**src/strided_max_pool_core_defines.svh**
```systemverilog
// Assertion macros shared by the strided max pool RTL.
`ifndef STRIDED_MAX_POOL_CORE_DEFINES_SVH
`define STRIDED_MAX_POOL_CORE_DEFINES_SVH

// Same-cycle implication, checked at every rising clock edge outside reset.
`define SMP_ASSERT_IMP(label, ante, cons, msg) \
   label: assert property (@(posedge clock) disable iff (reset) (ante) |-> (cons)) \
      else $error(msg);

// Next-cycle implication, checked at every rising clock edge outside reset.
`define SMP_ASSERT_NXT(label, ante, cons, msg) \
   label: assert property (@(posedge clock) disable iff (reset) (ante) |=> (cons)) \
      else $error(msg);

`endif

```
**src/smp_pkg.sv**
```systemverilog
package smp_pkg;

   // Pixel and result data width.
   localparam int DATA_W = 32;

   // Configuration port.
   localparam int CSR_IDX_W  = 1;
   localparam int CSR_DATA_W = 9;
   localparam int DIM_REG_W  = 9;
   localparam int KSIZE_W    = 2;

   localparam logic [CSR_IDX_W-1:0] CSR_LAYER_DIM   = 1'b0;
   localparam logic [CSR_IDX_W-1:0] CSR_KERNEL_SIZE = 1'b1;

   localparam logic [DIM_REG_W-1:0] LAYER_DIM_RESET   = 9'd8;
   localparam logic [KSIZE_W-1:0]   KERNEL_SIZE_RESET = 2'd2;

   // Result queue.
   localparam int Q_DEPTH = 4;
   localparam int Q_PTR_W = 2;
   localparam int Q_CNT_W = 3;

   localparam logic signed [DATA_W-1:0] MOST_NEG = {1'b1, {(DATA_W-1){1'b0}}};

   // Kernel size decoded into the cases the datapath distinguishes.
   typedef struct packed {
      logic k_one;
      logic k_three;
   } smp_mode_type;

   // One pixel after the horizontal stage, on its way to the line stores.
   typedef struct packed {
      logic                     hdone;
      logic                     row_odd;
      logic                     row_zero;
      logic                     row_final;
      logic                     k_one;
      logic                     k_three;
      logic                     layer_end;
      logic signed [DATA_W-1:0] hmax;
   } smp_hstage_type;

   typedef struct packed {
      logic signed [DATA_W-1:0] pooled_max;
      logic                     last_in_layer;
   } smp_result_type;

   function automatic logic signed [DATA_W-1:0] smp_max(
      input logic signed [DATA_W-1:0] a,
      input logic signed [DATA_W-1:0] b
   );
      return (a > b) ? a : b;
   endfunction

endpackage

```
**src/smp_horiz.sv**
```systemverilog
`include "strided_max_pool_core_defines.svh"

module smp_horiz #(
   parameter int MAX_DIM = 256,
   localparam int CNT_W = $clog2(MAX_DIM),
   localparam int AW    = $clog2(MAX_DIM / 2 + 1)
) (
   input  logic                                  clock,
   input  logic                                  reset,
   input  logic                                  restart,
   input  logic                                  accept,
   input  logic signed [smp_pkg::DATA_W-1:0]     pixel,
   input  smp_pkg::smp_mode_type                 mode,
   input  logic [CNT_W-1:0]                      dim_last,
   output logic [AW-1:0]                         rd_addr,
   output logic                                  hs_valid,
   output smp_pkg::smp_hstage_type               hs,
   output logic [AW-1:0]                         hs_addr
);

   logic [CNT_W-1:0]                  col_ff, col_in;
   logic [CNT_W-1:0]                  row_ff, row_in;
   logic signed [smp_pkg::DATA_W-1:0] hm0_ff, hm0_in;
   logic signed [smp_pkg::DATA_W-1:0] hm1_ff, hm1_in;
   logic                              hs_valid_ff;
   smp_pkg::smp_hstage_type           hs_ff, hs_in;
   logic [AW-1:0]                     hs_addr_ff;
   logic                              col_end;
   logic                              row_end;
   logic                              hdone;

   assign col_end = (col_ff >= dim_last);
   assign row_end = (row_ff >= dim_last);

   // Line store column for this pixel; the read is issued on the transfer.
   assign rd_addr = AW'(col_ff >> 1);

   // Running horizontal maxima: slot 0 is the window being built, slot 1
   // holds the odd pixel that also opens the next window when k is 3.
   always_comb begin
      hm0_in = hm0_ff;
      hm1_in = hm1_ff;
      hdone  = 1'b0;
      if (!col_ff[0]) begin
         hm0_in = (mode.k_three && (col_ff != '0)) ? smp_pkg::smp_max(hm1_ff, pixel) : pixel;
         hm1_in = smp_pkg::MOST_NEG;
         hdone  = mode.k_one || col_end;
      end else if (!mode.k_one) begin
         hm0_in = smp_pkg::smp_max(hm0_ff, pixel);
         hm1_in = mode.k_three ? pixel : hm1_ff;
         hdone  = 1'b1;
      end
   end

   // Raster position in the layer.
   always_comb begin
      col_in = col_ff + 1'b1;
      row_in = row_ff;
      if (col_end) begin
         col_in = '0;
         row_in = row_end ? '0 : row_ff + 1'b1;
      end
   end

   // Stage word handed to the line store side.
   always_comb begin
      hs_in.hdone     = hdone;
      hs_in.row_odd   = row_ff[0];
      hs_in.row_zero  = (row_ff == '0);
      hs_in.row_final = row_end;
      hs_in.k_one     = mode.k_one;
      hs_in.k_three   = mode.k_three;
      hs_in.layer_end = ((row_ff & ~CNT_W'(1)) == (dim_last & ~CNT_W'(1))) &&
                        ((col_ff & ~CNT_W'(1)) == (dim_last & ~CNT_W'(1)));
      hs_in.hmax      = hm0_in;
   end

   always_ff @(posedge clock) begin
      if (reset || restart) begin
         col_ff <= '0;
         row_ff <= '0;
         hm0_ff <= smp_pkg::MOST_NEG;
         hm1_ff <= smp_pkg::MOST_NEG;
      end else if (accept) begin
         col_ff <= col_in;
         row_ff <= row_in;
         hm0_ff <= hm0_in;
         hm1_ff <= hm1_in;
      end
   end

   always_ff @(posedge clock) begin
      if (reset) begin
         hs_valid_ff <= 1'b0;
      end else begin
         hs_valid_ff <= accept;
      end
   end

   always_ff @(posedge clock) begin
      if (accept) begin
         hs_ff      <= hs_in;
         hs_addr_ff <= rd_addr;
      end
   end

   assign hs_valid = hs_valid_ff;
   assign hs       = hs_ff;
   assign hs_addr  = hs_addr_ff;

   // The position never runs past the configured layer.
   `SMP_ASSERT_IMP(a_col_in_layer, 1'b1, col_ff <= dim_last, "column counter beyond layer")
   `SMP_ASSERT_IMP(a_row_in_layer, 1'b1, row_ff <= dim_last, "row counter beyond layer")
   // A restart leaves the pending maximum empty.
   `SMP_ASSERT_NXT(a_restart_clears, restart, hm1_ff == smp_pkg::MOST_NEG, "maximum not cleared")

endmodule

```
**config.mk**
```make
export PLATFORM = sky130hd
export DESIGN_NAME = smp_horiz
export DESIGN_NICKNAME = d
export VERILOG_FILES = /design/src/smp_pkg.sv /design/src/smp_horiz.sv
export VERILOG_INCLUDE_DIRS = /design/src /design/src/src
export SDC_FILE = /design/constraint.sdc
export NUM_CORES = 1
export LEC_CHECK = 0
export BUFFER_PORTS_ARGS = -buffer_cell sky130_fd_sc_hd__buf_4
export CORE_MARGIN = 4
export CORE_UTILIZATION = 52
export CTS_BUF_LIST = sky130_fd_sc_hd__clkbuf_8
export DETAILED_ROUTE_END_ITERATION = 8
export PLACE_DENSITY_LB_ADDON = 0.08
export SYNTH_ARGS = -nofsm -noshare
export SYNTH_HDL_FRONTEND = slang
export SYNTH_SLANG_ARGS = --single-unit
```
**constraint.sdc**
```tcl
create_clock -name clock -period 3.11 [get_ports clock]
set_input_delay 0.622 -clock clock [delete_from_list [all_inputs] [get_ports clock]]
set_output_delay 0.622 -clock clock [all_outputs]
set_load 0.01 [all_outputs]
```
Word-level counts from Yosys, hierarchy flattened
Index checks and enable logic that the tools add are counted.

Register bits: 127. Latch bits: 0. Memory bits (writable): 0. Memory bits (read-only): 0. Bits of input ports: 46. Memories: 0.

$add $sub $neg: 2. Multipliers: 0. Divide/modulo/power cells: 0. Magnitude comparators: 4. Equal/unequal tests: 4. Shifts and indexed selects: 0. Muxes and demuxes: 12. Bitwise gates (word level): 0. Reductions and logical operators: 8.

Operators with widths (count): $mux 32 (8); $gt 32x32->1 (2); $add 8x1->8 const B (2); $ge 8x8->1 (2); $mux 8 (2); $eq 7x7->1 (2); $logic_not 8->1 (1); $reduce_bool 8->1 (1); $ne 2x2->1 const B (2); $reduce_and 3->1 (1); $logic_and 1x1->1 (2); $logic_or 1x1->1 (2); $mux 1 (2); $reduce_and 2->1 (1).

Logic depth before layout (Yosys ltp)
Depth after elaboration: 4. Depth in mapped cells: 12.

Worst setup path before layout
Ideal clock, no wire load.

Path type: reg2reg. Start point: register col_ff[0]. End point: register hs_ff, in the netlist hs[0] (data pin). Library setup time: 279 ps. Arrival time: 2886 ps. Required time: 2831 ps. Path slack: -55 ps. Cell stages (with the launch flop): 13. Buffers on the path: 3. Clock period less this slack: 3165 ps. Path through: dfxtp_1 > clkbuf_1 > inv_2 > buf_1 > ha_1 > or4b_2 > o41ai_1 > a31oi_1 > or2b_2 > mux2i_4 > buf_8 > mux2i_1 > mux2i_1.

Word-level cells in the longest chain between the ends: 4.

Ends and longest elaborated chain: start, declared (RTL line smp_horiz.sv:21) `logic [CNT_W-1:0] col_ff, col_in;`; start signal, assigned (RTL line smp_horiz.sv:85) `col_ff <= col_in;`; $reduce_bool 8->1 (RTL line smp_horiz.sv:45) `hm0_in = (mode.k_three && (col_ff != '0)) ? smp_pkg::smp_max(hm1_ff, pixel) : pixel;`; $logic_and 1x1->1 (RTL line smp_horiz.sv:45); $mux 32 (RTL line smp_horiz.sv:45); $mux 32 * (RTL line smp_horiz.sv:44) `if (!col_ff[0]) begin`; net hm0_in (one bit) (RTL line smp_horiz.sv:23) `logic signed [smp_pkg::DATA_W-1:0] hm0_ff, hm0_in;`; end signal, assigned (RTL line smp_horiz.sv:102) `hs_ff <= hs_in;`; end, declared (RTL line smp_horiz.sv:26) `smp_pkg::smp_hstage_type hs_ff, hs_in;`.

Mark *: on every way through the listed nets, which the timed path passes. The rest lies on a longest branch. A chain may end at the register's enable or synchronous reset.

Worst setup path in the final report
Start point: register col_ff[0]. End point: register hs_ff, in the netlist hs[20] (data pin).

The elaborated chain is that of the path after synthesis.

==> impl_metrics.ini <==
[sta]
setup_slack_ns = 0.0949
whs_ns = 0.342
slew_violations = 0
min_period_over_period = 0.969
fmax_mhz = 332
finalClockSkew_ns = 0.0100
slew_headroom = 0.373
finalSetupViolCount = 0
layout_min_cycle_time_ns = 3.02
finalHoldViolCount = 0
rsz0062_at_grt = yes
worst_pin_slew_ns = 0.935

[clocking]
cts_sinks = 127
hold_buffers = 0
cts_tree = done
cts_root_buf = clkbuf_8
htreeDepth = 4
clk_latency_ns = 0.45
path_clk_slew_ns = 0.08
cts_made_buffers = 17
clockBufferDepth = 2

[worst_setup_path]
crit_fanout = 16
crit_required_ns = 3.28
start_kind = flop
crit_arrival_ns = 3.19
critical_path_class = flop to flop
worstSetupEndpointType = flop

[routing]
viasPerCell = 5.96
drt_wl_total_um = 21200
wl_per_cell_um = 19.3
vias = 6567
drt_iter0_drc = 571
ant_nets = 0
drc = 0
drt_pass1_iterations = 6

[place]
postPlaceCellArea_um2 = 8820
port_buffers = 99
hpwl_um = 14400
routabilityCongestion = 0.871
pre_cts_slack_ns = -0.283

[global_routing]
overflow = 0
grt_pass1_vias = 6779
track_usage = 0.259
antenna_found_initial = 0
grt_pass1_wl_um = 33800
grt_max_degree = 44

[synth]
syn_inst = 767
avgSynthCellArea_um2 = 9.83
seq_area_frac_synth = 0.398
ys_dominant_reg_cell = dfxtp_1
netlist_area_um2 = 7540
ys_warn_count = 0
synthDistinctLibCells = 51
synth_edf_count = 46
ys_ff_latch = 127
async_reset_ff_frac = 0

[finish]
layout-drive-gt1-share = 0.233
final_cell_area_um2 = 9210
nets = 1038
num-fill-cells = 1137
antenna_cells = 0
areaGrowthSynthToFinish_pct = 22.2
fin_util = 0.656

[die]
coreArea_um2 = 14000
num_rows = 43
start_util = 0.537
dieArea_um2 = 16500
dieWidth_um = 128
dieHeight_um = 128
pin_count = 102

[power_and_ir_drop]
powerDensity_nw_per_um2 = 419
power_mw = 3.86
ir_drop_mv = 0.278
p_leak_nw = 4.08

[min_path]
hp-class = input pin to flop

[run_status]
outcome = finished clean

[job]
max-cap-violations = 0
-- cells in the final DEF (no fill, tap or decap), drive strengths merged, types with 3 or more instances in the layout --
master    synthesis  final
inv              48     49
edfxtp           46     46
clkinvlp          0      3
nor4              3      3
and4              3      3
xor2              9      9
clkinv            1     10
nor2             24     24
ha               84     84
a21o              9      9
xnor2             3      3
nand2            59     59
o221ai           31     31
mux2i            97     97
nand4            19     19
buf              20    168
dfxtp            81     81
nor3              7      7
a221oi            3      3
o21ai            10     10
clkbuf           27     17
nand3            84     84
a211oi            3      3
a21oi            68     68
-- timing repair --
item | 4_1_cts | 5_1_grt
resized for setup | 0 | 4
setup buffers | 0 | 0
endpoints found under the setup margin | 0 | 4
-- routing by layer --
layer	wire length, um	vias to the layer above	GRT usage
met5	0	-	0
met4	374	0	0.0993
met3	1430	37	0.0548
met2	10500	259	0.444
met1	8890	3152	0.321
li1	-	3119	-
-- report_power, final --
group | internal (mW) | total, mW | switching (mW) | leakage [nW]
logic | 0.282 | 0.638 | 0.356 | 2.77
clock network | 0.705 | 1.41 | 0.701 | 0.189
registers | 1.79 | 1.82 | 0.0315 | 1.11
-- worst paths after layout --
path | depth (start not counted) | end | slack, ns | from
max | 11 | hs[20] | 0.09 | col_ff[0]
min | 2 | hs_valid | 0.34 | reset
max reg2reg | 11 | hs[20] | 0.09 | col_ff[0]
min reg2reg | 2 | hm1_ff[8] | 0.48 | hm1_ff[8]
-- layout make-up --
type | instances | area, um2 | area share
clock inverters | 15 | 146 | 0.0159
multi-input cells | 545 | 4120 | 0.447
inverters | 49 | 184 | 0.0200
well taps | 180 | 225 | 0.0244
repair buffers | 168 | 1300 | 0.141
flip-flops and latches | 127 | 3000 | 0.326
clock buffers | 17 | 234 | 0.0254
-- worst max-delay path, cell delays in order (launching register included) --
cell	delay, ns
dfxtp_1	0.33
inv_2	0.06
ha_1	0.14
or4b_2	0.57
o41ai_1	0.55
buf_4	0.22
a31oi_1	0.05
or2b_2	0.20
mux2i_4	0.09
buf_12	0.19
mux2i_1	0.22
mux2i_1	0.12
-- cells by family after synthesis --
kind of cell / count (synthesis) / synth area share
buffers and inverters: 96 / 0.0582
xor gates and xnor gates: 12 / 0.0139
muxes: 98 / 0.132
adders and majority gates: 84 / 0.139
and+or+nand+nor: 213 / 0.138
AOI/OAI and AO/OA: 136 / 0.120
DFF: 127 / 0.398
other: 1 / 0.000497
-- flip-flops by register name (all words and copies together) (netlist names) --
signal / count
hs_valid: 1
hm0_ff: 32
hs: 39
row_ff: 8
hs_addr: 7
col_ff: 8
hm1_ff: 32
-- metrics by stage --
| stage | instances | TNS [ns] |
|---|---|---|
| 2_1_floorplan | 768 | 0 |
| 3_3_place_gp | 1069 | -4.31 |
| 3_5_place_dp | 1069 | -12.26 |
| 4_1_cts | 1101 | 0 |
| 5_1_grt | 1101 | -0.0177 |
| 6_report | 1101 | 0 |
-- Yosys cell counts, drive strengths merged, types with 2 or more instances --
cell type / instances / area [um2]
nor2: 24 / 90.1
nor2b: 2 / 12.5
nand3: 84 / 420
ha: 84 / 1050
o211ai: 2 / 15.0
buf: 20 / 154
or4b: 2 / 20.0
clkbuf: 27 / 101
o311ai: 2 / 35.0
o21ai: 10 / 50.0
and4: 3 / 26.3
a21oi: 68 / 344
nor3: 7 / 35.0
a211oi: 3 / 22.5
o21a: 2 / 15.0
a221o: 2 / 20.0
nand4: 19 / 119
or3: 2 / 12.5
nand2: 59 / 221
xor2: 9 / 78.8
a221oi: 3 / 26.3
and3: 2 / 12.5
o221ai: 31 / 278
nor4: 3 / 18.8
a21o: 9 / 67.6
inv: 48 / 180
mux2i: 97 / 983
dfxtp: 81 / 1620
xnor2: 3 / 26.3
edfxtp: 46 / 1380
Note: power is estimated with default switching activity, not from simulation.
