==> src/strided_max_pool_core_defines.svh <==
// Assertion macros shared by the strided max pool RTL.
`ifndef STRIDED_MAX_POOL_CORE_DEFINES_SVH
`define STRIDED_MAX_POOL_CORE_DEFINES_SVH

// Same-cycle implication, checked at every rising clock edge outside reset.
`define SMP_ASSERT_IMP(label, ante, cons, msg) \
   label: assert property (@(posedge clock) disable iff (reset) (ante) |-> (cons)) \
      else $error(msg);

// Next-cycle implication, checked at every rising clock edge outside reset.
`define SMP_ASSERT_NXT(label, ante, cons, msg) \
   label: assert property (@(posedge clock) disable iff (reset) (ante) |=> (cons)) \
      else $error(msg);

`endif

==> src/smp_pkg.sv <==
package smp_pkg;

   // Pixel and result data width.
   localparam int DATA_W = 32;

   // Configuration port.
   localparam int CSR_IDX_W  = 1;
   localparam int CSR_DATA_W = 9;
   localparam int DIM_REG_W  = 9;
   localparam int KSIZE_W    = 2;

   localparam logic [CSR_IDX_W-1:0] CSR_LAYER_DIM   = 1'b0;
   localparam logic [CSR_IDX_W-1:0] CSR_KERNEL_SIZE = 1'b1;

   localparam logic [DIM_REG_W-1:0] LAYER_DIM_RESET   = 9'd8;
   localparam logic [KSIZE_W-1:0]   KERNEL_SIZE_RESET = 2'd2;

   // Result queue.
   localparam int Q_DEPTH = 4;
   localparam int Q_PTR_W = 2;
   localparam int Q_CNT_W = 3;

   localparam logic signed [DATA_W-1:0] MOST_NEG = {1'b1, {(DATA_W-1){1'b0}}};

   // Kernel size decoded into the cases the datapath distinguishes.
   typedef struct packed {
      logic k_one;
      logic k_three;
   } smp_mode_type;

   // One pixel after the horizontal stage, on its way to the line stores.
   typedef struct packed {
      logic                     hdone;
      logic                     row_odd;
      logic                     row_zero;
      logic                     row_final;
      logic                     k_one;
      logic                     k_three;
      logic                     layer_end;
      logic signed [DATA_W-1:0] hmax;
   } smp_hstage_type;

   typedef struct packed {
      logic signed [DATA_W-1:0] pooled_max;
      logic                     last_in_layer;
   } smp_result_type;

   function automatic logic signed [DATA_W-1:0] smp_max(
      input logic signed [DATA_W-1:0] a,
      input logic signed [DATA_W-1:0] b
   );
      return (a > b) ? a : b;
   endfunction

endpackage

==> src/smp_if.sv <==


// Pooled result channel out of the block.
interface smp_rsp_if;
   logic                             valid;
   logic                             ready;
   logic signed [smp_pkg::DATA_W-1:0] pooled_max;
   logic                             last_in_layer;

   modport source (output valid, output pooled_max, output last_in_layer, input ready);
   modport sink   (input valid, input pooled_max, input last_in_layer, output ready);
endinterface

==> src/smp_out_queue.sv <==
`include "strided_max_pool_core_defines.svh"

module smp_out_queue (
   input  logic                           clock,
   input  logic                           reset,
   input  logic                           push,
   input  smp_pkg::smp_result_type        push_data,
   output logic [smp_pkg::Q_CNT_W-1:0]    count,
   smp_rsp_if.source                      rsp
);

   smp_pkg::smp_result_type            entries_ff [smp_pkg::Q_DEPTH];
   logic [smp_pkg::Q_PTR_W-1:0]        wptr_ff, wptr_in;
   logic [smp_pkg::Q_PTR_W-1:0]        rptr_ff, rptr_in;
   logic [smp_pkg::Q_CNT_W-1:0]        count_ff, count_in;
   logic                               pop;

   assign pop = rsp.valid && rsp.ready;

   // Pointer and fill bookkeeping.
   always_comb begin
      wptr_in  = push ? wptr_ff + 1'b1 : wptr_ff;
      rptr_in  = pop ? rptr_ff + 1'b1 : rptr_ff;
      count_in = count_ff;
      if (push && !pop) begin
         count_in = count_ff + 1'b1;
      end else if (pop && !push) begin
         count_in = count_ff - 1'b1;
      end
   end

   always_ff @(posedge clock) begin
      if (reset) begin
         wptr_ff  <= '0;
         rptr_ff  <= '0;
         count_ff <= '0;
      end else begin
         wptr_ff  <= wptr_in;
         rptr_ff  <= rptr_in;
         count_ff <= count_in;
      end
   end

   always_ff @(posedge clock) begin
      if (push) begin
         entries_ff[wptr_ff] <= push_data;
      end
   end

   assign count             = count_ff;
   assign rsp.valid         = (count_ff != '0);
   assign rsp.pooled_max    = entries_ff[rptr_ff].pooled_max;
   assign rsp.last_in_layer = entries_ff[rptr_ff].last_in_layer;

   // A result is never pushed into a full queue.
   `SMP_ASSERT_IMP(a_q_no_overflow, push && !pop, count_ff != smp_pkg::Q_CNT_W'(smp_pkg::Q_DEPTH), "result queue overflow")
   // Pointers and fill count stay consistent.
   `SMP_ASSERT_IMP(a_q_ptr_match, count_ff == '0, wptr_ff == rptr_ff, "empty queue with pointer gap")

endmodule

==> src/flat_wrapper.sv <==
// flat-port wrapper written by rule: the top's interface ports become plain ports
module smp_out_queue_flat 
  (clock, reset, push, push_data, count, rsp_valid, rsp_pooled_max, rsp_last_in_layer, rsp_ready);
  smp_rsp_if rsp_i ();
  input  logic clock;
  input  logic reset;
  input  logic push;
  input  smp_pkg::smp_result_type push_data;
  output logic [smp_pkg::Q_CNT_W-1:0] count;
  output wire logic [$bits(rsp_i.valid)-1:0] rsp_valid;
  output wire logic [$bits(rsp_i.pooled_max)-1:0] rsp_pooled_max;
  output wire logic [$bits(rsp_i.last_in_layer)-1:0] rsp_last_in_layer;
  input wire logic [$bits(rsp_i.ready)-1:0] rsp_ready;
  assign rsp_valid = rsp_i.valid;
  assign rsp_pooled_max = rsp_i.pooled_max;
  assign rsp_last_in_layer = rsp_i.last_in_layer;
  assign rsp_i.ready = rsp_ready;
  smp_out_queue u_core (.clock(clock), .reset(reset), .push(push), .push_data(push_data), .count(count), .rsp(rsp_i));
endmodule
==> config.mk <==
export PLATFORM = sky130hd
export DESIGN_NAME = smp_out_queue_flat
export DESIGN_NICKNAME = d
export VERILOG_FILES = /design/src/smp_pkg.sv /design/src/smp_if.sv /design/src/smp_out_queue.sv /design/src/flat_wrapper.sv
export VERILOG_INCLUDE_DIRS = /design/src /design/src/src
export SDC_FILE = /design/constraint.sdc
export NUM_CORES = 1
export LEC_CHECK = 0
export BUFFER_PORTS_ARGS = -buffer_cell sky130_fd_sc_hd__buf_2
export CAP_MARGIN = 20
export CORE_ASPECT_RATIO = 0.75
export CORE_MARGIN = 8
export CORE_UTILIZATION = 58
export DETAILED_ROUTE_END_ITERATION = 6
export GPL_TIMING_DRIVEN = 0
export PLACE_DENSITY_LB_ADDON = 0.1
export SLEW_MARGIN = 10
export SYNTH_ARGS = -nofsm -noshare
export SYNTH_HDL_FRONTEND = slang
export SYNTH_SLANG_ARGS = --single-unit
==> constraint.sdc <==
create_clock -name clock -period 4.5 [get_ports clock]
set_clock_uncertainty 0.2 [all_clocks]
set_input_delay 0.675 -clock clock [delete_from_list [all_inputs] [get_ports clock]]
set_output_delay 0.675 -clock clock [all_outputs]
set_load 0.01 [all_outputs]
After elaboration in Yosys (flattened, before gate mapping)
Memories as Yosys holds them, arrays and structs flattened. A register that Yosys moved wholly into a read port is not among the register bits.
Cells that the tools add are included.
{"block": "classes", "muxes": 6, "n_reduce_logical": 7, "n_addsub": 4}
{"op": "3-bit two-way mux", "n": 2}
{"op": "2-bit by 1-bit adder with 2-bit output (second input constant)", "n": 2}
{"op": "2-bit two-way mux", "n": 2}
{"op": "3-bit by 1-bit adder with 3-bit output (second input constant)", "n": 1}
{"op": "1-bit logical AND", "n": 3}
{"op": "3-bit nonzero test", "n": 1}
{"op": "3-bit by 1-bit subtractor with 3-bit output (second input constant)", "n": 1}
{"op": "1-bit zero test", "n": 2}
{"op": "1-bit two-way mux", "n": 2}
{"op": "2-bit nonzero test", "n": 1}
{"block": "word_totals", "ramBits": 132, "register_bits": 7, "memories": 1}
{"name": "u_core.entries_ff", "words": 4, "word_bits": 33, "read_ports": 1, "rd_ports_with_merged_regs": 1, "wr": 1, "line": "smp_out_queue.sv:12", "source": "smp_pkg::smp_result_type entries_ff [smp_pkg::Q_DEPTH];"}

Depth between registers and ports, before layout
Gate-level depths: netlist (run 1).
{"block": "logic_depth", "ltp_word": 5, "depth_mapped": 7, "mapped_depth_nobuf": 7}

Least setup slack after synthesis (run 1)
Ideal clock, no wire load.
{"block": "synth_path", "kind": "input-to-reg", "startpoint": "input port rsp_ready", "endpoint": "register u_core.count_ff, in the netlist u_core.count[2]", "t_arrival_ns": 1.992, "setup_slack_ns": 2.238, "setup_time_ns": 0.070, "stages": 7, "path_buffers": 0, "path_cell_list": "o31ai_1 ha_1 inv_1 fa_1 xor2_1 or3_1 a21oi_1"}
{"block": "synth_between", "elab_chain_cells": 4, "word_cells_on_any_way": 6, "classes_between": "mux (1); reduce/logical (5)"}
{"element": "start, declared", "line": "flat_wrapper.sv:13", "source": "input wire logic [$bits(rsp_i.ready)-1:0] rsp_ready;"}
{"element": "1-bit logical AND *", "line": "smp_out_queue.sv:18", "source": "assign pop = rsp.valid && rsp.ready;"}
{"element": "1-bit zero test", "line": "smp_out_queue.sv:25", "source": "if (push && !pop) begin"}
{"element": "1-bit logical AND", "line": "smp_out_queue.sv:25"}
{"element": "3-bit two-way mux or 2-bit nonzero test (tied branches)"}
{"element": "end signal, assigned", "line": "smp_out_queue.sv:40", "source": "count_ff <= count_in;"}
{"element": "end, declared", "line": "smp_out_queue.sv:15", "source": "logic [smp_pkg::Q_CNT_W-1:0] count_ff, count_in;"}
Mark *: on every way between the ends. The rest lies on a longest branch, timed or not.
A chain may end at the register's enable or synchronous reset.

==> flow_summary.json, run 1 <==
{
  "ys_ff_latch": 141,
  "syn_inst": 216,
  "cpMostUsedCell": "buf_2",
  "cp_slowest_cell": "mux4_2",
  "min_period_ns": 2.68,
  "worst_slew_pin_slew_ns": 0.430,
  "maxCapViolCount": 0,
  "synth_area_um2": 5240,
  "synth_edf_count": 132,
  "required_ns": 3.62,
  "drt-initial-drc-count": 193,
  "rr_startpoint": "u_core.count[0]$_SDFFE_PP0P_",
  "remaining_drc_errors": 0,
  "synth_fp_nets": 259,
  "irDropWorstVdd_mv": 0.348,
  "reg2reg_to": "u_core.count[2]$_SDFFE_PP0P_",
  "die_y_um": 98.3,
  "pwr_density_cell_nw_per_um2": 562,
  "wire_per_inst_um": 20.2,
  "r2r_cells": 7,
  "io_pins": 74,
  "syn_area_per_cell_um2": 24.3,
  "routed-via-count": 2354,
  "cts-root-buf": "clkbuf_16",
  "hold_viol_final": 0,
  "cp_max_fo": 10,
  "finalSetupViolCount": 0,
  "critPathTopFamily": "buffers and inverters",
  "synth_cell_types": 21,
  "dp_slack_ns": 2.05,
  "end_kind": "output pin",
  "cts_buffers": 17,
  "layout_commonest_cell": "edfxtp_1",
  "start_util_pct": 58.9,
  "ctsHoldBuffers": 0,
  "overflow": 0,
  "viasPerCell": 5.40,
  "worst_slack_ns": 1.82,
  "design.core.area_um2": 8900,
  "nNetsFinal": 354,
  "die_area_um2": 12400,
  "cts_setup_buffers": 0,
  "grt_usage_pct": 15.5,
  "grt_max_degree": 29,
  "post-route-period-util_pct": 59.6,
  "synth_ff_type": "edfxtp_1",
  "drive_gt1_share_pct": 42.9,
  "diodes": 0,
  "port_buffers": 72,
  "maxSlewViolCount": 0,
  "crit_path_start_kind": "register",
  "die_w_um": 126,
  "path_buf_inv": 3,
  "clock_latency_ns": 0.41,
  "cts_sinks": 141,
  "cp.arrival_ns": 1.81,
  "rsz0062_at_grt": "false",
  "setup_tns_ns": 0,
  "synth-warning-count": 0,
  "place.gp.congestion": 0.703,
  "grt_pass1_vias": 2586,
  "slowest_delay_ns": 0.36,
  "row_count": 30,
  "status": "finished clean",
  "syn2layout_area_growth_pct": 21.4,
  "ys_seq_area_share_pct": 79.1,
  "antenna_left": 0,
  "antenna_found_initial": 0,
  "drt_wl_total_um": 8790,
  "synthArstFlopShare_pct": 0,
  "timing.hold.worst_endpoint": "u_core.entries_ff[2][11]$_DFFE_PP_",
  "path_cells": "clkbuf_1 -> buf_2 -> mux4_2 -> buf_2",
  "clk_pin_slew_ns": 0.05,
  "hpwl_um": 5720,
  "cts_resized": 0,
  "layout_common_cells": "edfxtp_1 (132), buf_2 (75), mux4_2 (30)",
  "slew_headroom_pct": 71.0,
  "ctsLongestPathBuffers": 2,
  "first_pass_iters": 4,
  "critical_path_class": "reg2out",
  "p_leak_uw": 0.00223,
  "cts-htree-levels": 4,
  "fmaxAchievable_ghz": 0.373,
  "hp-class": "in2reg",
  "ff2ff_setup_slack_ns": 2.16,
  "worstHoldStart": "push_data[11]",
  "crit_cells": 4,
  "cts_tree": "built",
  "hold_depth": 1,
  "grt_pass1_wl_um": 13900
}
[sequential cells by signal (all words and copies together), names as in the netlist, named ones only]
register           count
u_core.count           3
u_core.entries_ff    132
u_core.rptr_ff         2
u_core.wptr_ff         2
[synthesized netlist by cell type, drive strengths merged (2+ instances only)]
cell type | n | area share (%)
edfxtp | 132 | 76
ha | 5 | 1.2
clkbuf | 2 | 0.14
and2 | 4 | 0.48
dfxtp | 9 | 3.4
inv | 3 | 0.21
or3 | 2 | 0.24
buf | 7 | 1.6
xor2 | 4 | 0.67
nor2 | 7 | 0.50
mux2i | 2 | 0.38
mux4 | 33 | 14
[metrics by stage]
stage	util (%)	std cells	power, uW	hold WS [ns]	cell area, um^2
finish	71.5	436	3570	0.281	6360
global route	71.5	436	3730	0.263	6360
CTS	71.5	436	3620	0.259	6360
detailed placement	65.6	404	2370	0.326	5830
global placement	64.5	400	2350	0.316	5740
floorplan	-	216	2110	0.285	5240
[worst max path at each step]
stage | endpoint | slack (ns)
after global routing | rsp_pooled_max[19] | 1.66
after detailed placement | u_core.count[2]$_SDFFE_PP0P_ | 2.05
after CTS | rsp_pooled_max[13] | 1.76
final | rsp_pooled_max[13] | 1.82
after floorplan | u_core.count[2]$_SDFFE_PP0P_ | 2.24
after global placement | u_core.entries_ff[0][9]$_DFFE_PP_ | 1.65
[final cells by class]
cell class | instances | area [um^2]
clock inverter | 3 | 40.0
inverter | 3 | 11.3
clock buffer | 29 | 490
fill | 551 | 2530
tap | 112 | 140
sequential | 141 | 4140
timing repair buffer | 76 | 448
multi-input combinational | 63 | 996
buffer | 9 | 93.8
[cells by family (layout without fill, tap and decap cells)]
family                     count (synthesis)  in the layout  share of synthesized area [%]
muxes                                     35             35                           14.8
and+or+nand+nor                           13             13                           1.22
xor gates and xnor gates                   5              5                          0.836
adders and majority gates                  6              6                           1.58
DFF                                      141            141                           79.1
buffers and inverters                     12            120                           2.01
AOI/OAI and AO/OA                          4              4                          0.501
[worst reg2reg max path: stages (launching register included)]
cell and delay [ns]:
dfxtp_1 0.37, o31ai_1 0.39, ha_1 0.26, inv_1 0.06, fa_1 0.37, xor2_1 0.18
or3_1 0.30, a21oi_1 0.14
[per-layer routing]
| layer | vias up | global-route usage, % | part of all wire [%] |
|---|---|---|---|
| li1 | 1095 | - | - |
| met1 | 1191 | 17.9 | 42 |
| met2 | 54 | 24.2 | 50 |
| met3 | 14 | 6.48 | 6.4 |
| met4 | 0 | 8.29 | 1.5 |
| met5 | - | 0 | 0 |
[report_power, final]
group | total, uW | switching [uW] | internal (uW)
sequential | 1550 | 33.1 | 1520
clock | 1250 | 463 | 788
combinational | 771 | 362 | 408
No activity file was read; power rests on OpenSTA's default activity.
==> run 2, diff against run 1 <==
ABC_AREA = 1   (was not set)
CORE_UTILIZATION = 51   (was 58)
clock period = 2.4 ns   (was 4.5 ns; I/O delays follow)
==> run 2 against run 1 <==
  * Clock power up 120%
  * Worst setup slack worse by 1.7 ns
  * Wire length rose by 35%
  * Critical path type unchanged
  * Area after synthesis is 2.7% higher
  * Highest routed layer unchanged
  * Sequential power rose by 86%
  * Final area up 8.5%
  * Largest cell class unchanged
  * First-iteration DRC count is 65% higher
  * Clock-buffer cell count fell by 12
==> flow_summary.json, run 2 <==
{
  "status": "finished clean",
  "drt_wl_total_um": 11900,
  "diodes": 0,
  "hpwl_um": 6910,
  "post-route-period-util_pct": 95.5,
  "die_y_um": 105,
  "first_pass_iters": 4,
  "synth-warning-count": 0,
  "cts-root-buf": "clkbuf_16",
  "fillers": 738,
  "rr_startpoint": "u_core.count[0]$_SDFFE_PP0P_",
  "required_ns": 1.84,
  "yosysTopAreaCellShare_pct": 73.7,
  "synth_common_cells": "edfxtp_1 (132), nor2_1 (71), o21ai_0 (52)",
  "cts_buffers": 17,
  "synth_top_area_cell": "edfxtp_1",
  "drt-initial-drc-count": 319,
  "synthArstFlopShare_pct": 0,
  "maxCapViolCount": 0,
  "die_area_um2": 14100,
  "row_count": 32,
  "ff2ff_setup_slack_ns": 0.42,
  "final-instance-count-excl-fill": 658,
  "critical_path_class": "reg2out",
  "rsz0062_at_grt": "false",
  "layout_common_cells": "edfxtp_1 (132), buf_2 (80), nor2_1 (71)",
  "clk_pin_slew_ns": 0.06,
  "p_leak_uw": 0.00257,
  "drive_gt1_share_pct": 24.7,
  "synthTopCellsByArea": "edfxtp_1 (74%), nor2_1 (5.0%), o21ai_0 (4.8%), o22ai_1 (3.8%), dfxtp_1 (3.3%)",
  "synth_area_um2": 5380,
  "cts_tree": "built",
  "ys_ff_latch": 141,
  "viasPerCell": 5.22,
  "reg2reg_to": "u_core.count[2]$_SDFFE_PP0P_",
  "syn_inst": 382,
  "yosysMostFrequentCell": "edfxtp_1",
  "crit_path_start_kind": "register",
  "synth_cell_types": 18,
  "grt_max_degree": 34,
  "routed-via-count": 3432,
  "largest_reg_flops": 132,
  "power_uw": 7000,
  "end_kind": "output pin",
  "overflow": 0,
  "die_w_um": 135,
  "layout_commonest_cell": "edfxtp_1",
  "nNetsFinal": 552,
  "grt_pass1_vias": 3543,
  "syn_area_per_cell_um2": 14.1,
  "min_period_ns": 2.29,
  "cp.arrival_ns": 1.73,
  "syn2layout_area_growth_pct": 28.3,
  "cp_max_fo": 10,
  "antenna_found_initial": 0,
  "placed_cells": 592,
  "synth_fp_nets": 425,
  "grt_pass1_wl_um": 18700,
  "finalSetupViolCount": 0,
  "timing.hold.worst_endpoint": "u_core.rptr_ff[0]$_SDFFE_PP0P_",
  "synth_ff_type": "edfxtp_1",
  "fmaxAchievable_ghz": 0.436,
  "hp-class": "in2reg",
  "top_register": "u_core.entries_ff",
  "io_pins": 74,
  "start_util_pct": 52.3,
  "wire_per_inst_um": 18.1,
  "synth_edf_count": 132,
  "irDropWorstVdd_mv": 0.631,
  "hold_viol_final": 0,
  "place.gp.congestion": 0.776,
  "maxSlewViolCount": 0,
  "antenna_left": 0,
  "slew_headroom_pct": 42.8,
  "hold_depth": 3,
  "cts_setup_buffers": 0,
  "design.core.area_um2": 10300,
  "port_buffers": 73,
  "remaining_drc_errors": 0,
  "ctsLongestPathBuffers": 2,
  "grt_usage_pct": 17.4,
  "worstHoldStart": "rsp_ready",
  "cts-htree-levels": 4,
  "r2r_cells": 12,
  "clock_latency_ns": 0.42,
  "worst_slew_pin_slew_ns": 0.856,
  "ys_seq_area_share_pct": 77.0,
  "cts_sinks": 141,
  "pwr_density_cell_nw_per_um2": 1010
}
run 2: cell count changes after synthesis, sizes merged, moves of 5 or more:
cell and delta:
nand2 +15, mux4 -33, nor2 +64, inv +14, buf +10, o21ai +69
a21oi +5, o22ai +33
run 2: worst max-delay path by stage:
stage	from	end	slack, ns	cells after the start
CTS	register	rsp_pooled_max[25]	0.04	5
floorplan	u_core.count[0]$_SDFFE_PP0P_	u_core.count[1]$_SDFFE_PP0P_	0.50	8
finish	register	rsp_pooled_max[25]	0.11	4
detailed placement	u_core.count[1]$_SDFFE_PP0P_	u_core.count[2]$_SDFFE_PP0P_	0.45	12
global route	register	rsp_pooled_max[15]	0.05	4
global placement	u_core.wptr_ff[0]$_SDFFE_PP0P_	u_core.entries_ff[0][5]$_DFFE_PP_	-0.003	4
run 2: power by group:
part / switching, uW / internal [uW] / total, uW
sequential: 57.7 / 2830 / 2880
clock: 966 / 1820 / 2790
combinational: 816 / 514 / 1330
total: 1840 / 5160 / 7000
run 2: cells by family after synthesis:
logic type	count (synthesis)	synth area share, %
fa+ha+maj	6	1.53
compound gates	109	10.9
flops	141	77.0
simple gates	89	6.28
buf+inv	37	4.26
run 2: final cells by class:
| cell class | count | area, um^2 | area share (%) |
|---|---|---|---|
| plain buffers | 20 | 166 | 2.41 |
| clock buffers | 17 | 425 | 6.16 |
| clock inverters | 15 | 201 | 2.92 |
| inverters | 17 | 63.8 | 0.924 |
| multi-input cells | 204 | 1010 | 14.6 |
| flip-flops and latches | 141 | 4140 | 60.0 |
| well taps | 136 | 170 | 2.46 |
| repair buffers | 108 | 726 | 10.5 |
run 2: timing repair:
item / in CTS / in global routing
hold buffers: 34 / 0
hold endpoints to repair: 136 / 0
endpoints found under the setup margin: 0 / 4
resized for setup: 0 / 2
run 2: per-stage QoR:
step	TNS, ns	setup WS (ns)	cell area [um^2]	util (%)	hold slack [ns]
2_1_floorplan	0	0.498	5380	-	0.229
3_3_place_gp	-0.0352	-0.00322	5920	57.5	0.284
3_5_place_dp	0	0.448	5940	57.7	0.293
4_1_cts	0	0.0413	6900	67.1	0.0472
5_1_grt	0	0.0538	6900	67.1	0.0561
6_report	0	0.107	6900	67.1	0.0701
run 2: worst max-delay path, stage by stage (launching register included):
cell and delay, ns:
dfxtp_1 0.46, buf_2 0.26, o21ai_0 0.13, o22ai_1 0.28
buf_2 0.19
run 2: routing by layer:
layer  track usage (%)  vias to the layer above  routed length [um]
met3              5.89                        8                 665
met1              22.1                     1664                5450
met5                 0                        -                   0
met2              27.7                       95                5710
li1                  -                     1665                   -
met4              5.76                        0                  78
==> run 3, diff against run 2 <==
ABC_AREA = not set   (was 1)
==> run 3 against run 2 <==
  * Worst hold slack improved by 0.027 ns
  * Critical endpoint is now rsp_pooled_max[17]
  * Largest power group unchanged
  * Non-clock buffer count down 10
  * Flip-flop and latch count stayed put
  * Die area fell by 2.3%
  * Critical path type unchanged
  * Largest cell class unchanged
  * Fmax fell by 0.23%
  * Final cell count decreased by 25%
  * Via count fell by 27%
  * Power is 0.89% higher
==> flow_summary.json, run 3 (synthesized netlist as in run 1, its figures left out) <==
{
  "remaining_drc_errors": 0,
  "post-route-period-util_pct": 95.7,
  "grt_pass1_wl_um": 14700,
  "reg2reg_to": "u_core.count[2]$_SDFFE_PP0P_",
  "io_pins": 74,
  "syn2layout_area_growth_pct": 30.1,
  "cts_sinks": 141,
  "nNetsFinal": 387,
  "power_uw": 7060,
  "drt_wl_total_um": 9150,
  "fillers": 674,
  "routed-via-count": 2496,
  "ff2ff_setup_slack_ns": 0.17,
  "die_y_um": 104,
  "die_area_um2": 13800,
  "largest_reg_flops": 132,
  "diodes": 0,
  "antenna_found_initial": 0,
  "ctsLongestPathBuffers": 2,
  "start_util_pct": 51.7,
  "critical_path_class": "reg2out",
  "grt_max_degree": 28,
  "crit_end": "rsp_pooled_max[17]",
  "regArea_um2": 4140,
  "cts_buffers": 17,
  "end_kind": "output pin",
  "required_ns": 1.84,
  "overflow": 0,
  "cp_max_fo": 10,
  "clk_pin_slew_ns": 0.06,
  "cp.arrival_ns": 1.74,
  "finalSetupViolCount": 0,
  "antenna_left": 0,
  "setup_tns_ns": 0,
  "placed_area_um2": 5860,
  "hp-class": "in2reg",
  "cts-htree-levels": 4,
  "cts_setup_buffers": 0,
  "port_buffers": 72,
  "layout_common_cells": "edfxtp_1 (132), buf_2 (72), dlygate4sd3_1 (33)",
  "min_period_ns": 2.30,
  "multiInputGateArea_um2": 1010,
  "worst_slew_pin_slew_ns": 0.466,
  "slew_headroom_pct": 68.5,
  "top_register": "u_core.entries_ff",
  "status": "finished clean",
  "design.core.area_um2": 10100,
  "irDropWorstVdd_mv": 0.747,
  "pwr_density_cell_nw_per_um2": 1040,
  "die_w_um": 133,
  "row_count": 32,
  "cts_tree": "built",
  "cts-root-buf": "clkbuf_16",
  "place.gp.congestion": 0.659,
  "drt-initial-drc-count": 129,
  "hold_viol_final": 0,
  "fmaxAchievable_ghz": 0.435,
  "wire_per_inst_um": 18.6,
  "r2r_cells": 7,
  "first_pass_iters": 4,
  "layout_commonest_cell": "edfxtp_1",
  "grt_pass1_vias": 2737,
  "rr_startpoint": "u_core.count[0]$_SDFFE_PP0P_",
  "maxSlewViolCount": 0,
  "maxCapViolCount": 0,
  "viasPerCell": 5.07,
  "drive_gt1_share_pct": 41.0,
  "clock_latency_ns": 0.41,
  "fin_area_um2": 6820,
  "grt_usage_pct": 14.4,
  "p_leak_uw": 0.00240,
  "hpwl_um": 5650,
  "crit_path_start_kind": "register"
}
-- run 3: cell types whose count changed in the layout (fill, tap and decap cells not counted), sizes merged, moves of 4 or more --
cell	delta
a21oi	-5
nor2	-64
xor2	+4
mux4	+33
buf	-8
and2	+4
o21ai	-69
inv	-14
nand2	-15
o22ai	-33
-- run 3: routing by layer --
layer / part of all wire, % / global-route usage, % / vias up
li1: - / - / 1165
met1: 42 / 16.5 / 1249
met2: 50 / 22.8 / 72
met3: 6.5 / 7.05 / 10
met4: 1.2 / 5.34 / 0
met5: 0 / 0 / -
-- run 3: timing repair --
item / in CTS / in global routing
hold buffers: 33 / 0
resized for setup: 0 / 8
endpoints found under the hold margin: 132 / 0
endpoints found under the setup margin: 1 / 31
-- run 3: layout make-up --
cell class / instances / area share [%]
sequential: 141 / 60.8
clock buffer: 19 / 6.35
buffer: 9 / 1.49
timing repair buffer: 109 / 11.4
multi-input combinational: 63 / 14.8
inverter: 3 / 0.165
clock inverter: 12 / 2.51
tap: 136 / 2.50
-- run 3: how the worst min path moves through the flow --
stage	from	end	slack, ns	cells after the start
after global placement	u_core.rptr_ff[0]$_SDFFE_PP0P_	u_core.rptr_ff[0]$_SDFFE_PP0P_	0.31	2
after CTS	push	u_core.wptr_ff[0]$_SDFFE_PP0P_	0.08	3
after floorplan	push_data[0]	u_core.entries_ff[0][0]$_DFFE_PP_	0.26	0
final	reset	register	0.1	2
after global routing	push	u_core.wptr_ff[0]$_SDFFE_PP0P_	0.09	3
after detailed placement	u_core.rptr_ff[0]$_SDFFE_PP0P_	u_core.rptr_ff[0]$_SDFFE_PP0P_	0.31	2
-- run 3: critical path, cell delays in order, from the launching register on --
cell     delay, ns
dfxtp_1       0.32
buf_6         0.15
buf_12        0.16
mux4_2        0.53
buf_2         0.16
-- run 3: power by group --
part	total, uW	internal (uW)	leakage [uW]	switching (uW)
sequential	2920	2850	0.00129	70.2
combinational	1490	810	0.000822	685
clock	2650	1720	0.000290	927
total	7060	5380	0.00240	1680
-- run 3: metrics by stage --
step	instances	utilization [%]	hold WS (ns)	setup slack, ns
global placement	424	57.0	0.309	-0.162
finish	492	67.3	0.0966	0.102
detailed placement	428	57.9	0.314	0.0826
global route	492	67.3	0.0933	-0.0142
CTS	492	67.1	0.0839	-0.000559
floorplan	216	-	0.259	0.178
